File: src/design/door_motion_controller_macros.svh
// assertion macros for the door motion controller
// used by door_motion_controller.sv; compiled out when SYNTHESIS is defined
`ifndef DOOR_MOTION_CONTROLLER_MACROS_SVH
`define DOOR_MOTION_CONTROLLER_MACROS_SVH

`ifndef SYNTHESIS

// same-cycle implication, sampled on clock, off during reset
`define DMC_ASSERT_NOW(label, ante, cons) \
   label: assert property (@(posedge clock) disable iff (reset) (ante) |-> (cons)) \
      else $error("door controller check failed in current cycle");

// next-cycle implication, sampled on clock, off during reset
`define DMC_ASSERT_NEXT(label, ante, cons) \
   label: assert property (@(posedge clock) disable iff (reset) (ante) |=> (cons)) \
      else $error("door controller check failed in next cycle");

`else

`define DMC_ASSERT_NOW(label, ante, cons)
`define DMC_ASSERT_NEXT(label, ante, cons)

`endif

`endif

File: src/design/dmc_pkg.sv
// shared types, constants and codes of the door motion controller
// used by every module of the block; depends on nothing
package dmc_pkg;

   localparam int unsigned FRAC_BITS  = 16;
   localparam int unsigned REQ_BITS   = 8;
   localparam int unsigned POS_W      = FRAC_BITS + 1;
   localparam int unsigned FULL       = 1 << FRAC_BITS;
   localparam int unsigned MS_W       = 10;
   localparam int unsigned TIMER_W    = 20;
   localparam int unsigned FUNC_W     = 3;
   localparam int unsigned CSR_ADDR_W = 3;
   localparam int unsigned CSR_DATA_W = 20;

   localparam int unsigned TRAVEL_RATE_RESET = 66;
   localparam int unsigned AUTOCLOSE_RESET   = 3000;

   typedef enum logic [FUNC_W-1:0] {
      FUNC_OPEN   = 3'd0,
      FUNC_CLOSE  = 3'd1,
      FUNC_TOGGLE = 3'd2,
      FUNC_LOCK   = 3'd3,
      FUNC_UNLOCK = 3'd4,
      FUNC_USE    = 3'd5,
      FUNC_TICK   = 3'd6,
      FUNC_RELOAD = 3'd7
   } func_type;

   typedef enum logic [2:0] {
      EV_STATUS      = 3'd0,
      EV_REFUSED     = 3'd1,
      EV_OPEN_START  = 3'd2,
      EV_CLOSE_START = 3'd3,
      EV_OPENED      = 3'd4,
      EV_CLOSED      = 3'd5
   } event_type;

   typedef enum logic [1:0] {
      MOTION_IDLE    = 2'd0,
      MOTION_OPENING = 2'd1,
      MOTION_CLOSING = 2'd2
   } motion_type;

   typedef enum logic [CSR_ADDR_W-1:0] {
      CSR_TRAVEL_RATE      = 3'd0,
      CSR_AUTOCLOSE_MS     = 3'd1,
      CSR_AUTOCLOSE_ENABLE = 3'd2,
      CSR_NO_USE           = 3'd3,
      CSR_FORCE_CLOSE      = 3'd4,
      CSR_START_LOCKED     = 3'd5,
      CSR_START_OPENED     = 3'd6
   } csr_index_type;

   typedef struct packed {
      func_type            func;
      logic [REQ_BITS-1:0] requester_id;
      logic [MS_W-1:0]     elapsed_ms;
      logic                obstructed;
   } req_type;

   typedef struct packed {
      event_type           event_res;
      logic [REQ_BITS-1:0] event_requester;
      logic [POS_W-1:0]    eased_position;
      logic [POS_W-1:0]    linear_position;
      logic                target_is_open;
      motion_type          motion;
      logic                is_locked;
      logic                last_result;
   } rsp_type;

   typedef struct packed {
      logic [POS_W-1:0]   travel_rate;
      logic [TIMER_W-1:0] autoclose_ms;
      logic               autoclose_enable;
      logic               no_use;
      logic               force_close;
      logic               start_locked;
      logic               start_opened;
   } cfg_type;

   // controller to datapath
   typedef struct packed {
      logic load;
      logic step;
      logic action;
      logic travel;
      logic ease_sq;
      logic ease_mul;
      logic emit;
      logic last_res;
   } cmd_type;

   // datapath to controller
   typedef struct packed {
      logic ev_hit;
      logic out_free;
   } status_type;

endpackage

File: src/design/dmc_ctrl.sv
// sequencing state machine of the door motion controller
// depends on dmc_pkg; drives the datapath through dmc_pkg::cmd_type
module dmc_ctrl (
   input  logic                clock,
   input  logic                reset,
   input  logic                req_valid,
   output logic                req_stall,
   input  dmc_pkg::status_type status,
   output dmc_pkg::cmd_type    cmd
);

   typedef enum logic [6:0] {
      ST_IDLE     = 7'b0000001,
      ST_STEP     = 7'b0000010,
      ST_ACTION   = 7'b0000100,
      ST_TRAVEL   = 7'b0001000,
      ST_EASE_SQ  = 7'b0010000,
      ST_EASE_MUL = 7'b0100000,
      ST_EMIT     = 7'b1000000
   } state_type;

   // which result is being built
   typedef enum logic [1:0] {
      KIND_ACTION = 2'd0,
      KIND_TRAVEL = 2'd1,
      KIND_STATUS = 2'd2
   } kind_type;

   state_type state_ff, state_in;
   kind_type  kind_ff, kind_in;

   assign req_stall = (state_ff != ST_IDLE);

   always_comb begin
      state_in = state_ff;
      kind_in  = kind_ff;
      cmd      = '0;
      unique case (state_ff)
         ST_IDLE: begin
            cmd.load = req_valid;
            if (req_valid) begin
               state_in = ST_STEP;
            end
         end
         ST_STEP: begin
            cmd.step = 1'b1;
            state_in = ST_ACTION;
         end
         ST_ACTION: begin
            cmd.action = 1'b1;
            if (status.ev_hit) begin
               kind_in  = KIND_ACTION;
               state_in = ST_EASE_SQ;
            end else begin
               state_in = ST_TRAVEL;
            end
         end
         ST_TRAVEL: begin
            cmd.travel = 1'b1;
            kind_in    = status.ev_hit ? KIND_TRAVEL : KIND_STATUS;
            state_in   = ST_EASE_SQ;
         end
         ST_EASE_SQ: begin
            cmd.ease_sq = 1'b1;
            state_in    = ST_EASE_MUL;
         end
         ST_EASE_MUL: begin
            cmd.ease_mul = 1'b1;
            state_in     = ST_EMIT;
         end
         ST_EMIT: begin
            cmd.last_res = (kind_ff == KIND_STATUS);
            if (status.out_free) begin
               cmd.emit = 1'b1;
               unique case (kind_ff)
                  KIND_ACTION: begin
                     state_in = ST_TRAVEL;
                  end
                  KIND_TRAVEL: begin
                     kind_in  = KIND_STATUS;
                     state_in = ST_EASE_SQ;
                  end
                  default: begin
                     state_in = ST_IDLE;
                  end
               endcase
            end
         end
         default: begin
            state_in = ST_IDLE;
         end
      endcase
   end

   always_ff @(posedge clock) begin
      if (reset) begin
         state_ff <= ST_IDLE;
         kind_ff  <= KIND_STATUS;
      end else begin
         state_ff <= state_in;
         kind_ff  <= kind_in;
      end
   end

endmodule

File: src/design/dmc_datapath.sv
// door state, shared multiplier, easing and result register
// depends on dmc_pkg; steered by dmc_ctrl through dmc_pkg::cmd_type
module dmc_datapath (
   input  logic                clock,
   input  logic                reset,
   input  dmc_pkg::cfg_type    cfg,
   input  dmc_pkg::req_type    req_data,
   input  dmc_pkg::cmd_type    cmd,
   output dmc_pkg::status_type status,
   input  logic                rsp_stall,
   output logic                rsp_valid,
   output dmc_pkg::rsp_type    rsp_data
);

   localparam int unsigned F      = dmc_pkg::FRAC_BITS;
   localparam int unsigned POS_W  = dmc_pkg::POS_W;
   localparam int unsigned MUL_W  = F + 2;
   localparam int unsigned PROD_W = 2 * MUL_W;
   localparam int unsigned STEP_W = dmc_pkg::MS_W + POS_W;
   localparam int unsigned SUM_W  = STEP_W + 1;
   localparam int unsigned EASE_W = PROD_W - F;
   localparam int unsigned TMR_W  = dmc_pkg::TIMER_W;
   localparam int unsigned RQ_W   = dmc_pkg::REQ_BITS;
   localparam logic [MUL_W-1:0] COEF3 = MUL_W'(3) << F;

   typedef enum logic [1:0] {
      OP_NONE  = 2'd0,
      OP_OPEN  = 2'd1,
      OP_CLOSE = 2'd2
   } op_type;

   // door state
   logic               target_ff, target_in;
   logic               mo_ff, mo_in;
   logic               mc_ff, mc_in;
   logic               lock_ff, lock_in;
   logic [POS_W-1:0]   frac_ff, frac_in;
   logic               armed_ff, armed_in;
   logic [TMR_W-1:0]   elapsed_ff, elapsed_in;
   logic [RQ_W-1:0]    last_ff, last_in;

   // per-item working registers
   dmc_pkg::req_type   item_ff;
   logic [STEP_W-1:0]  step_ff;
   logic [MUL_W-1:0]   sq_ff;
   logic [POS_W-1:0]   ease_ff;
   logic               travel_en_ff, travel_en_in;
   dmc_pkg::event_type ev_code_ff, ev_code_in;
   logic [RQ_W-1:0]    ev_req_ff, ev_req_in;
   logic               ev_hit;

   logic               rsp_valid_ff, rsp_valid_in;
   dmc_pkg::rsp_type   rsp_data_ff, rsp_data_in;

   op_type             op;
   logic [RQ_W-1:0]    op_req;
   logic [TMR_W:0]     timer_sum;
   logic [SUM_W-1:0]   open_sum;

   logic [MUL_W-1:0]   mul_a, mul_b;
   logic [PROD_W-1:0]  mul_prod;
   logic [MUL_W-1:0]   coef;
   logic [EASE_W-1:0]  ease_raw;

   // shared multiplier: travel step, t*t, then sq*(3-2t)
   assign coef = COEF3 - {frac_ff, 1'b0};

   always_comb begin
      if (cmd.step) begin
         mul_a = MUL_W'(item_ff.elapsed_ms);
         mul_b = MUL_W'(cfg.travel_rate);
      end else if (cmd.ease_sq) begin
         mul_a = MUL_W'(frac_ff);
         mul_b = MUL_W'(frac_ff);
      end else begin
         mul_a = sq_ff;
         mul_b = coef;
      end
   end

   assign mul_prod = {{MUL_W{1'b0}}, mul_a} * {{MUL_W{1'b0}}, mul_b};
   assign ease_raw = mul_prod[PROD_W-1:F];

   // action and travel phases, written in the order the door reacts
   always_comb begin
      target_in    = target_ff;
      mo_in        = mo_ff;
      mc_in        = mc_ff;
      lock_in      = lock_ff;
      frac_in      = frac_ff;
      armed_in     = armed_ff;
      elapsed_in   = elapsed_ff;
      last_in      = last_ff;
      travel_en_in = travel_en_ff;
      ev_code_in   = ev_code_ff;
      ev_req_in    = ev_req_ff;
      ev_hit       = 1'b0;
      op           = OP_NONE;
      op_req       = item_ff.requester_id;
      timer_sum    = '0;
      open_sum     = '0;

      if (cmd.action) begin
         travel_en_in = 1'b0;
         unique case (item_ff.func)
            dmc_pkg::FUNC_OPEN: begin
               op = OP_OPEN;
            end
            dmc_pkg::FUNC_CLOSE: begin
               op = OP_CLOSE;
            end
            dmc_pkg::FUNC_TOGGLE: begin
               op = target_ff ? OP_CLOSE : OP_OPEN;
            end
            dmc_pkg::FUNC_LOCK: begin
               lock_in = 1'b1;
            end
            dmc_pkg::FUNC_UNLOCK: begin
               lock_in = 1'b0;
            end
            dmc_pkg::FUNC_USE: begin
               if (!cfg.no_use) begin
                  op = (cfg.autoclose_enable || !target_ff) ? OP_OPEN : OP_CLOSE;
               end
            end
            dmc_pkg::FUNC_TICK: begin
               if (mo_ff || mc_ff) begin
                  travel_en_in = 1'b1;
                  if (item_ff.obstructed && !cfg.force_close) begin
                     op     = target_ff ? OP_CLOSE : OP_OPEN;
                     op_req = last_ff;
                  end
               end else if (armed_ff) begin
                  timer_sum  = {1'b0, elapsed_ff} + (TMR_W + 1)'(item_ff.elapsed_ms);
                  elapsed_in = timer_sum[TMR_W] ? {TMR_W{1'b1}} : timer_sum[TMR_W-1:0];
                  if (elapsed_in >= cfg.autoclose_ms) begin
                     armed_in   = 1'b0;
                     elapsed_in = '0;
                     op         = OP_CLOSE;
                     op_req     = last_ff;
                  end
               end
            end
            dmc_pkg::FUNC_RELOAD: begin
               lock_in    = cfg.start_locked;
               target_in  = cfg.start_opened;
               frac_in    = cfg.start_opened ? POS_W'(dmc_pkg::FULL) : '0;
               mo_in      = 1'b0;
               mc_in      = 1'b0;
               armed_in   = 1'b0;
               elapsed_in = '0;
            end
         endcase

         case (op)
            OP_OPEN: begin
               if (lock_in) begin
                  ev_hit     = 1'b1;
                  ev_code_in = dmc_pkg::EV_REFUSED;
                  ev_req_in  = op_req;
               end else if (!target_in) begin
                  target_in  = 1'b1;
                  mc_in      = 1'b0;
                  mo_in      = 1'b1;
                  last_in    = op_req;
                  ev_hit     = 1'b1;
                  ev_code_in = dmc_pkg::EV_OPEN_START;
                  ev_req_in  = op_req;
               end
            end
            OP_CLOSE: begin
               if (lock_in) begin
                  ev_hit     = 1'b1;
                  ev_code_in = dmc_pkg::EV_REFUSED;
                  ev_req_in  = op_req;
               end else if (target_in) begin
                  target_in  = 1'b0;
                  mo_in      = 1'b0;
                  armed_in   = 1'b0;
                  elapsed_in = '0;
                  mc_in      = 1'b1;
                  last_in    = op_req;
                  ev_hit     = 1'b1;
                  ev_code_in = dmc_pkg::EV_CLOSE_START;
                  ev_req_in  = op_req;
               end
            end
            default: ;
         endcase
      end

      if (cmd.travel && travel_en_ff) begin
         if (mo_ff) begin
            open_sum = {1'b0, step_ff} + SUM_W'(frac_ff);
            if (open_sum >= SUM_W'(dmc_pkg::FULL)) begin
               frac_in = POS_W'(dmc_pkg::FULL);
               mo_in   = 1'b0;
               mc_in   = 1'b0;
               if (cfg.autoclose_enable) begin
                  armed_in   = 1'b1;
                  elapsed_in = '0;
               end
               ev_hit     = 1'b1;
               ev_code_in = dmc_pkg::EV_OPENED;
               ev_req_in  = last_ff;
            end else begin
               frac_in = open_sum[POS_W-1:0];
            end
         end else if (mc_ff) begin
            // a closing door at zero completes even with a zero step
            if (step_ff >= STEP_W'(frac_ff)) begin
               frac_in    = '0;
               mo_in      = 1'b0;
               mc_in      = 1'b0;
               ev_hit     = 1'b1;
               ev_code_in = dmc_pkg::EV_CLOSED;
               ev_req_in  = last_ff;
            end else begin
               frac_in = frac_ff - step_ff[POS_W-1:0];
            end
         end
      end
   end

   // result beat, snapshot of the state after the last change
   always_comb begin
      rsp_data_in                 = rsp_data_ff;
      rsp_data_in.event_res       = cmd.last_res ? dmc_pkg::EV_STATUS : ev_code_ff;
      rsp_data_in.event_requester = cmd.last_res ? last_ff : ev_req_ff;
      rsp_data_in.eased_position  = ease_ff;
      rsp_data_in.linear_position = frac_ff;
      rsp_data_in.target_is_open  = target_ff;
      rsp_data_in.motion          = mo_ff ? dmc_pkg::MOTION_OPENING :
                                    (mc_ff ? dmc_pkg::MOTION_CLOSING : dmc_pkg::MOTION_IDLE);
      rsp_data_in.is_locked       = lock_ff;
      rsp_data_in.last_result     = cmd.last_res;
   end

   assign rsp_valid_in    = cmd.emit ? 1'b1 : (rsp_valid_ff && rsp_stall);
   assign status.ev_hit   = ev_hit;
   assign status.out_free = !rsp_valid_ff || !rsp_stall;
   assign rsp_valid       = rsp_valid_ff;
   assign rsp_data        = rsp_data_ff;

   always_ff @(posedge clock) begin
      if (reset) begin
         target_ff    <= 1'b0;
         mo_ff        <= 1'b0;
         mc_ff        <= 1'b0;
         lock_ff      <= 1'b0;
         frac_ff      <= '0;
         armed_ff     <= 1'b0;
         elapsed_ff   <= '0;
         last_ff      <= '0;
         travel_en_ff <= 1'b0;
         rsp_valid_ff <= 1'b0;
      end else begin
         target_ff    <= target_in;
         mo_ff        <= mo_in;
         mc_ff        <= mc_in;
         lock_ff      <= lock_in;
         frac_ff      <= frac_in;
         armed_ff     <= armed_in;
         elapsed_ff   <= elapsed_in;
         last_ff      <= last_in;
         travel_en_ff <= travel_en_in;
         rsp_valid_ff <= rsp_valid_in;
      end
   end

   always_ff @(posedge clock) begin
      ev_code_ff <= ev_code_in;
      ev_req_ff  <= ev_req_in;
      if (cmd.load) begin
         item_ff <= req_data;
      end
      if (cmd.step) begin
         step_ff <= mul_prod[STEP_W-1:0];
      end
      if (cmd.ease_sq) begin
         sq_ff <= mul_prod[F+MUL_W-1:F];
      end
      if (cmd.ease_mul) begin
         ease_ff <= (ease_raw > EASE_W'(dmc_pkg::FULL)) ?
                    POS_W'(dmc_pkg::FULL) : ease_raw[POS_W-1:0];
      end
      if (cmd.emit) begin
         rsp_data_ff <= rsp_data_in;
      end
   end

endmodule

File: src/design/door_motion_controller.sv
// Door motion controller. Takes door commands (open, close, toggle, lock, unlock, use,
// reload) and millisecond ticks on the req_ channel, one item at a time, and answers each
// item with up to two event beats (refused, open/close started, opened, closed) followed
// by one status beat with last_result set, all carrying the raw Q1.16 travel fraction and
// its smoothstep. One 18x18 multiplier forms the travel step and then the two easing
// products of every beat, and a beat waits while the rsp_ side stalls. req_stall is low
// only while the sequencer is idle, so items are taken one at a time; a finished beat may
// still wait in the output register while the next item is taken. Registers are written
// through csr_ at any time the block is idle, csr_ready is always high, and index 7 is
// ignored.
`include "door_motion_controller_macros.svh"

module door_motion_controller (
   input  logic                                clock,
   input  logic                                reset,
   input  logic                                req_valid,
   output logic                                req_stall,
   input  dmc_pkg::req_type                    req_data,
   output logic                                rsp_valid,
   input  logic                                rsp_stall,
   output dmc_pkg::rsp_type                    rsp_data,
   input  logic                                csr_valid,
   output logic                                csr_ready,
   input  logic [dmc_pkg::CSR_ADDR_W-1:0]      csr_addr,
   input  logic [dmc_pkg::CSR_DATA_W-1:0]      csr_wdata
);

   dmc_pkg::cfg_type    cfg_ff, cfg_in;
   dmc_pkg::cmd_type    cmd;
   dmc_pkg::status_type status;

   assign csr_ready = 1'b1;

   always_comb begin
      cfg_in = cfg_ff;
      if (csr_valid) begin
         unique case (csr_addr)
            dmc_pkg::CSR_TRAVEL_RATE:      cfg_in.travel_rate = csr_wdata[dmc_pkg::POS_W-1:0];
            dmc_pkg::CSR_AUTOCLOSE_MS:     cfg_in.autoclose_ms = csr_wdata[dmc_pkg::TIMER_W-1:0];
            dmc_pkg::CSR_AUTOCLOSE_ENABLE: cfg_in.autoclose_enable = csr_wdata[0];
            dmc_pkg::CSR_NO_USE:           cfg_in.no_use = csr_wdata[0];
            dmc_pkg::CSR_FORCE_CLOSE:      cfg_in.force_close = csr_wdata[0];
            dmc_pkg::CSR_START_LOCKED:     cfg_in.start_locked = csr_wdata[0];
            dmc_pkg::CSR_START_OPENED:     cfg_in.start_opened = csr_wdata[0];
            default: ;
         endcase
      end
   end

   always_ff @(posedge clock) begin
      if (reset) begin
         cfg_ff.travel_rate      <= dmc_pkg::POS_W'(dmc_pkg::TRAVEL_RATE_RESET);
         cfg_ff.autoclose_ms     <= dmc_pkg::TIMER_W'(dmc_pkg::AUTOCLOSE_RESET);
         cfg_ff.autoclose_enable <= 1'b0;
         cfg_ff.no_use           <= 1'b0;
         cfg_ff.force_close      <= 1'b0;
         cfg_ff.start_locked     <= 1'b0;
         cfg_ff.start_opened     <= 1'b0;
      end else begin
         cfg_ff <= cfg_in;
      end
   end

   dmc_ctrl u_ctrl (
      .clock     (clock),
      .reset     (reset),
      .req_valid (req_valid),
      .req_stall (req_stall),
      .status    (status),
      .cmd       (cmd)
   );

   dmc_datapath u_datapath (
      .clock     (clock),
      .reset     (reset),
      .cfg       (cfg_ff),
      .req_data  (req_data),
      .cmd       (cmd),
      .status    (status),
      .rsp_stall (rsp_stall),
      .rsp_valid (rsp_valid),
      .rsp_data  (rsp_data)
   );

   // positions never pass fully open
   `DMC_ASSERT_NOW(a_pos_range, rsp_valid, (rsp_data.linear_position <= dmc_pkg::POS_W'(dmc_pkg::FULL)) && (rsp_data.eased_position <= dmc_pkg::POS_W'(dmc_pkg::FULL)))
   // an opening door is always commanded open
   `DMC_ASSERT_NOW(a_open_target, rsp_valid && (rsp_data.motion == dmc_pkg::MOTION_OPENING), rsp_data.target_is_open)
   // only one datapath step at a time
   `DMC_ASSERT_NOW(a_cmd_onehot, 1'b1, $onehot0({cmd.load, cmd.step, cmd.action, cmd.travel, cmd.ease_sq, cmd.ease_mul, cmd.emit}))
   // a taken item keeps the input side busy
   `DMC_ASSERT_NEXT(a_busy_after_take, req_valid && !req_stall, req_stall)

endmodule
File: config.mk
export PLATFORM = sky130hd
export DESIGN_NAME = door_motion_controller
export DESIGN_NICKNAME = d
export VERILOG_FILES = /design/src/design/dmc_pkg.sv /design/src/design/dmc_ctrl.sv /design/src/design/dmc_datapath.sv /design/src/design/door_motion_controller.sv
export VERILOG_INCLUDE_DIRS = /design/src /design/src/design
export SDC_FILE = /design/constraint.sdc
export NUM_CORES = 1
export LEC_CHECK = 0
export BUFFER_PORTS_ARGS = -buffer_cell sky130_fd_sc_hd__buf_4
export CELL_PAD_IN_SITES_DETAIL_PLACEMENT = 0
export CELL_PAD_IN_SITES_GLOBAL_PLACEMENT = 1
export CORE_AREA = 4 4 229 231
export DETAILED_ROUTE_END_ITERATION = 8
export DIE_AREA = 0 0 233 235
export PLACE_DENSITY_LB_ADDON = 0.1
export SLEW_MARGIN = 0
export SYNTH_ARGS = -nofsm -noshare
export SYNTH_HDL_FRONTEND = slang
export SYNTH_SLANG_ARGS = --single-unit
File: constraint.sdc
create_clock -name clock -period 13.3 [get_ports clock]
set_input_delay 0 -clock clock [delete_from_list [all_inputs] [get_ports clock]]
set_output_delay 0 -clock clock [all_outputs]
set_load 0.01 [all_outputs]
== After elaboration in Yosys (flattened, before gate mapping) ==
Index checks and enable logic that the tools add are counted.

* Logic and storage cells: 246
* Output and inout port bits: 53
* Flip-flop bits (word level): 248

* Multiply operators: 1
* Equality and inequality tests: 33
* Add/sub/neg operators: 4
* Reductions and logical operators: 25
* Muxes and demuxes: 143
* Magnitude comparators: 4

{| class="wikitable"
|+ Operator list
! cell !! count
|-
| 20-bit 2-to-1 mux || 12
|-
| 8-bit 2-to-1 mux || 20
|-
| 17-bit 2-to-1 mux || 8
|-
| 18-bit 2-to-1 mux || 4
|-
| 1-bit 2-to-1 mux || 58
|-
| 7-bit case mux with 7 select lines || 1
|-
| 20-bit case mux with 2 select lines || 1
|-
| 18-bit by 18-bit multiplier with 36-bit output || 1
|-
| 8-bit case mux with 2 select lines || 2
|-
| 3-bit 2-to-1 mux || 10
|-
| 27-bit by 17-bit adder with 28-bit output || 1
|-
| 28-bit by 17-bit >= comparator with 1-bit output, second input constant || 1
|-
| 2-bit 2-to-1 mux || 14
|-
| 27-bit by 17-bit >= comparator with 1-bit output || 1
|-
| 20-bit by 10-bit adder with 21-bit output || 1
|-
| 3-bit == test, second input constant || 7
|-
| 20-bit >= comparator || 1
|-
| 20-bit by 17-bit > comparator with 1-bit output, second input constant || 1
|-
| 18-bit subtractor, first input constant || 1
|-
| 17-bit subtractor || 1
|-
| 2-bit AND reduction || 8
|-
| 7-bit 2-to-1 mux || 2
|-
| 3-bit by 2-bit == test with 1-bit output, second input constant || 4
|-
| 2-bit != test, second input constant || 5
|-
| other kinds (28) || 45
|}

== Depth between registers and ports, before layout ==
* Depth in word-level cells: 17
* Mapped depth: 36

== Cells and area by module ==
Synthesis repeated with hierarchy kept, for this count alone.

* Cells, all modules: 2789
* Area, all modules: 25056.5 um^2

{| class="wikitable"
|+ Modules (own cells, without submodules)
! module !! cells an instance !! instances !! seq. area each (um^2) !! area each (um^2)
|-
| dmc_datapath || 2536 || 1 || 5285.1 || 22633.0
|-
| door_motion_controller || 177 || 1 || 840.8 || 1810.5
|-
| dmc_ctrl || 76 || 1 || 180.2 || 613.1
|}

== Worst setup path before layout ==
No wires, ideal clock.

* Kind: register to register
* From: register u_ctrl.state_ff[2]
* To: register u_datapath.ease_ff[0] (data pin)
* Period minus slack after synthesis: 9.231 ns
* Data required time: 13.153 ns
* Arrival time: 9.085 ns
* Path slack: 4.069 ns
* Stages on the path, launching flop included: 33
* Path buffers: 3
* Cells stage by stage: dfxtp_1 -> or3_1 -> nor3_1 -> nand3b_1 -> inv_1 -> clkbuf_1 -> clkbuf_1 -> a22oi_1 -> o21ai_1 -> clkbuf_1 -> nand2_1 -> fa_1 -> inv_1 -> fa_1 -> inv_1 -> fa_1 -> inv_1 -> fa_1 -> inv_1 -> fa_1 -> inv_1 -> fa_1 -> ha_1 -> a21oi_1 -> o21ai_1 -> o311a_1 -> or3_1 -> a31oi_1 -> xnor2_1 -> or4_1 -> nor4_1 -> a41oi_1 -> nor2_1

* Word-level cells in the longest chain between the ends: 6
* Elaborated cells between the ends (all ways): 10

{| class="wikitable"
|+ Ends and longest elaborated chain
! item !! line !! text
|-
| from (decl) || dmc_ctrl.sv:29 || <nowiki>state_type state_ff, state_in;</nowiki>
|-
| from (signal assigned) || dmc_ctrl.sv:100 || <nowiki>state_ff <= state_in;</nowiki>
|-
| 7-bit by 5-bit == test with 1-bit output || dmc_ctrl.sv:38 || <nowiki>unique case (state_ff)</nowiki>
|-
| 1-bit 2-to-1 mux || dmc_ctrl.sv:38 ||
|-
| 18-bit 2-to-1 mux || dmc_datapath.sv:72 || <nowiki>end else if (cmd.ease_sq) begin</nowiki>
|-
| 18-bit 2-to-1 mux || dmc_datapath.sv:69 || <nowiki>if (cmd.step) begin</nowiki>
|-
| 18-bit by 18-bit multiplier with 36-bit output (*) || dmc_datapath.sv:81 || <nowiki>assign mul_prod = {{MUL_W{1'b0}}, mul_a} * {{MUL_W{1'b0}}, mul_b};</nowiki>
|-
| named net u_datapath.mul_prod[29] || dmc_datapath.sv:61 || <nowiki>logic [PROD_W-1:0] mul_prod;</nowiki>
|-
| 20-bit by 17-bit > comparator with 1-bit output (*) || dmc_datapath.sv:284 || <nowiki>ease_ff <= (ease_raw > EASE_W'(dmc_pkg::FULL)) ?</nowiki>
|-
| to (signal assigned) || dmc_datapath.sv:284 ||
|-
| to (decl) || dmc_datapath.sv:46 || <nowiki>logic [POS_W-1:0] ease_ff;</nowiki>
|}

The timed path passes the listed nets; every way through them passes the cells marked *.
A chain may end at the register's enable or synchronous reset.

== Worst setup path after layout ==
* From: register u_ctrl.state_ff[2]
* To: register u_datapath.ease_ff[10] (data pin)

* Word-level cells in the longest chain between the ends: 6
* Elaborated cells between the ends (all ways): 10

{| class="wikitable"
|+ Ends and longest elaborated chain
! item !! line
|-
| 7-bit by 5-bit == test with 1-bit output || dmc_ctrl.sv:38
|-
| 1-bit 2-to-1 mux || dmc_ctrl.sv:38
|-
| 18-bit 2-to-1 mux || dmc_datapath.sv:72
|-
| 18-bit 2-to-1 mux || dmc_datapath.sv:69
|-
| 18-bit by 18-bit multiplier with 36-bit output (*) || dmc_datapath.sv:81
|-
| 20-bit by 17-bit > comparator with 1-bit output || dmc_datapath.sv:284
|}

Mark *: on every way between the ends. The rest lies on a longest branch, timed or not.

==> results.txt <==
Sequential Power Share = 36.1%
Max IR drop VDD = 0.0000873 V
Die X = 233 um
WHS Endpoint = u_datapath.last_ff[5]$_SDFFE_PP0P_
Worst Hold Launch = reset
crit start category = flop
total CTS buffers = 29
initial core utilization = 48.9%
vias in the first global route = 21,000
initial antenna violation count = 1
Std-Cell Rows = 82
Worst Setup End Kind = flop
Avg Cell Area, Syn = 8.74 um2
Fin. Hold Viols = 0
clk buf depth = 3
Buffers on Ports = 101
vias = 20,500
Setup CP Type = reg2reg
die area = 0.0548 mm2
Crit path max-delay family = adder cells
largest net degree at the start of global routing = 82
Sw Ratio = 35.2%
RSZ-0062 raised after global routing = no
status = finished, final reports clean
first-pass GRT wire length = 118,000 um
largest cells by area after synthesis = fa_1 21%, edfxtp_1 16%, ha_1 10%
Max Slew Vio Count = 0
die span in y = 235 um
Least-Margin Pin Slew = 1.31 ns
Mapped Cells = 2,801
final number of setup-violating endpoints = 0
Sink Count = 248
Tcrit/Tclk final = 78.1%
Setup WS pre-CTS = 2.98 ns
max incr delay on CP = 0.89 ns
ANT cells = 0
drt drc = 0
WL/cell = 21.0 um
CTS tree = done
max cap viols = 0
FILL cells = 4,744
post-route setup slack = 2.91 ns
register area share after synthesis = 25.7%
WHS Path Cells = 2
Min-Delay Path Class = in2reg
CTS root buffer = clkbuf_16
leading area contributor after synthesis = fa_1
Worst EP arrival = 10.79 ns
worst relative slew slack = 12.3%
Async SR Flop Fraction = 0%
Clk pwr share = 31.2%
Crit Reg-Reg Endpoint = u_datapath.ease_ff[10]$_SDFFCE_PN0P_
GRT Total Usage = 27.3%
most frequent CP cell = fa_1
WP buf/inv = 4
vias per cell = 5.69
synthesized flop and latch total = 248
Layout area overhead = 11.6%
Yosys cell types = 92
Synth Warn # = 0
initial DRC count = 1,458
Core Region = 0.0501 mm2
Mapped Area = 0.0245 mm2
achievable clock frequency = 96.3 MHz
CP Max Fanout = 45
clk_lat worst skew = 0.57 ns
I/O pin cnt = 103
Min Clock Period, post-route = 10.39 ns
Detailed Place HPWL = 58,300 um
Synth top area share = 21.2%
cells on worst reg2reg path = 27
worst endpoint required time = 13.70 ns
R2R Path Start = u_ctrl.state_ff[2]$_SDFFE_PP0P_
gr ovfl total = 0
Switch Pwr = 0.845 mW
critical path's slowest cell = mux2i_1
DR pass1 iterations = 6
antenna violation net count after detailed routing = 0
clock slew at reported path FFs = 0.06 ns
WL final = 75,600 um
Top FF cell, synth = edfxtp_1
gpl congestion = 0.949
H-tree depth = 1
reg-to-reg slack, setup = 2.91 ns
clock skew = 0.0141 ns
P_int = 1.55 mW
number of flops mapped to enable cells by yosys = 134
Setup TNS Final = 0 ns
share of layout cells above drive strength 1 = 7.53%
pwr/cell area = 87.8 mW/mm2
Lkg Pwr = 12.5 nW
Final nets = 3,409
Comb power frac = 32.7%
## logic make-up after synthesis
logic type,count (synthesis),share of synthesized area [%]
muxes,26,1.07
other,1,0.0153
adders and majority gates,457,31.3
AOI/OAI and AO/OA,503,13.8
DFF,248,25.7
buffers and inverters,554,8.60
and+or+nand+nor,956,17.5
xor gates and xnor gates,56,2.00
## power groups by stage
stage	logic, mW	clock network, mW	registers (mW)
after floorplan	0.506	0	0.872
after global placement	0.761	0	0.881
after detailed placement	0.767	0	0.882
after CTS	0.785	0.764	0.865
after global routing	0.874	0.792	0.866
final	0.785	0.749	0.866
## cell usage after synthesis (6+ instances only)
master and number:
nand2_1 414, a221oi_1 6, or2_2 7, a211oi_1 10, nand2b_1 26, o21ai_1 16, o22ai_1 8, and2_1 30
edfxtp_1 134, nand3b_1 9, dfxtp_1 114, nand3_1 55, xor2_1 16, o21ai_0 74, o211ai_1 15, a31oi_1 15
fa_1 259, a21oi_1 147, a22oi_1 29, nor3_1 45, a21boi_0 11, o221ai_1 11, ha_1 198, and3_1 17
inv_1 431, or3_1 12, o2bb2ai_1 8, clkbuf_1 107, nand4_1 17, nor4_1 13, nand4b_1 7, xnor2_1 40
o21a_1 23, a21o_1 32, nor2b_1 28, mux2i_1 24, nor2_1 254, o21bai_1 11, a211o_1 12
## what timing repair did
| item | CTS | global route |
|---|---|---|
| resized for setup | 0 | 0 |
| buffers inserted | 0 | 0 |
| hold buffers | 51 | 0 |
| endpoints found under the hold margin | 78 | 0 |
## flip-flops by register name, summed over array words and instances (netlist names), 17 cells and up
name                   cells
cfg_ff                    42
u_datapath.ease_ff        17
u_datapath.elapsed_ff     20
u_datapath.frac_ff        17
u_datapath.item_ff        22
u_datapath.rsp_data       50
u_datapath.sq_ff          18
u_datapath.step_ff        27
## cell usage in the layout, fill, tap and decap left out, drive strengths merged, types with 56 or more instances in the layout
cell type,instances
a21oi,147
edfxtp,134
buf,137
inv,435
nor2,254
fa,259
dfxtp,114
o21ai,90
nand2,414
nand3,56
ha,198
## final cells by class
| type | instances | area (um2) | area share, % |
|---|---|---|---|
| clock inverter | 14 | 86.3 | 0.316 |
| multi-input combinational | 2000 | 16100 | 59.0 |
| sequential | 248 | 6310 | 23.1 |
| timing repair buffer | 188 | 1540 | 5.63 |
| tap | 672 | 841 | 3.08 |
| clock buffer | 38 | 807 | 2.95 |
| inverter | 435 | 1630 | 5.97 |
## layer usage
metal / vias up / wire length, um / track usage [%]
met3: 140 / 4440 / 3.65
met4: 0 / 2350 / 8.08
li1: 9466 / - / -
met2: 635 / 36600 / 46.6
met5: - / 0 / 0
met1: 10200 / 32200 / 36.2
## how the worst max path moves through the flow
stage                                    startpoint                              endpoint  cells past startpoint
finish              u_ctrl.state_ff[2]$_SDFFE_PP0P_  u_datapath.ease_ff[10]$_SDFFCE_PN0P_                     27
global route        u_ctrl.state_ff[2]$_SDFFE_PP0P_  u_datapath.ease_ff[10]$_SDFFCE_PN0P_                     29
CTS                 u_ctrl.state_ff[2]$_SDFFE_PP0P_  u_datapath.ease_ff[10]$_SDFFCE_PN0P_                     27
detailed placement  u_ctrl.state_ff[2]$_SDFFE_PP0P_  u_datapath.ease_ff[10]$_SDFFCE_PN0P_                     27
global placement    u_ctrl.state_ff[2]$_SDFFE_PP0P_  u_datapath.ease_ff[16]$_SDFFCE_PN1P_                     26
floorplan           u_ctrl.state_ff[2]$_SDFFE_PP0P_   u_datapath.ease_ff[0]$_SDFFCE_PN0P_                     32
## stage by stage
step	instances	util, %	power (mW)	hold slack (ns)	area, um2
after floorplan	2802	-	1.38	0.0989	24500
after global placement	3492	51.8	1.64	0.179	25900
after detailed placement	3492	51.8	1.65	0.180	25900
after CTS	3595	54.6	2.41	0.0219	27300
after global routing	3595	54.6	2.53	0.0752	27300
final	3595	54.6	2.40	0.0391	27300
## worst register-to-register path, stage by stage, from the launching register on
cell,delay [ns]
dfxtp_1,0.35
or3_1,0.43
nor3_1,0.21
nand3b_1,0.58
inv_1,0.24
buf_4,0.46
o21ai_0,0.24
mux2i_1,0.89
nor2_1,0.18
fa_1,0.55
fa_1,0.53
fa_1,0.52
fa_1,0.52
fa_1,0.54
inv_1,0.05
fa_1,0.52
inv_1,0.04
ha_1,0.36
nand2_1,0.14
o21ai_1,0.10
o311a_1,0.38
or3_1,0.45
a31o_2,0.31
a31o_1,0.20
a21oi_1,0.17
xor2_1,0.65
nand3_1,0.36
a21oi_1,0.25
No activity file was read; power rests on OpenSTA's default activity.
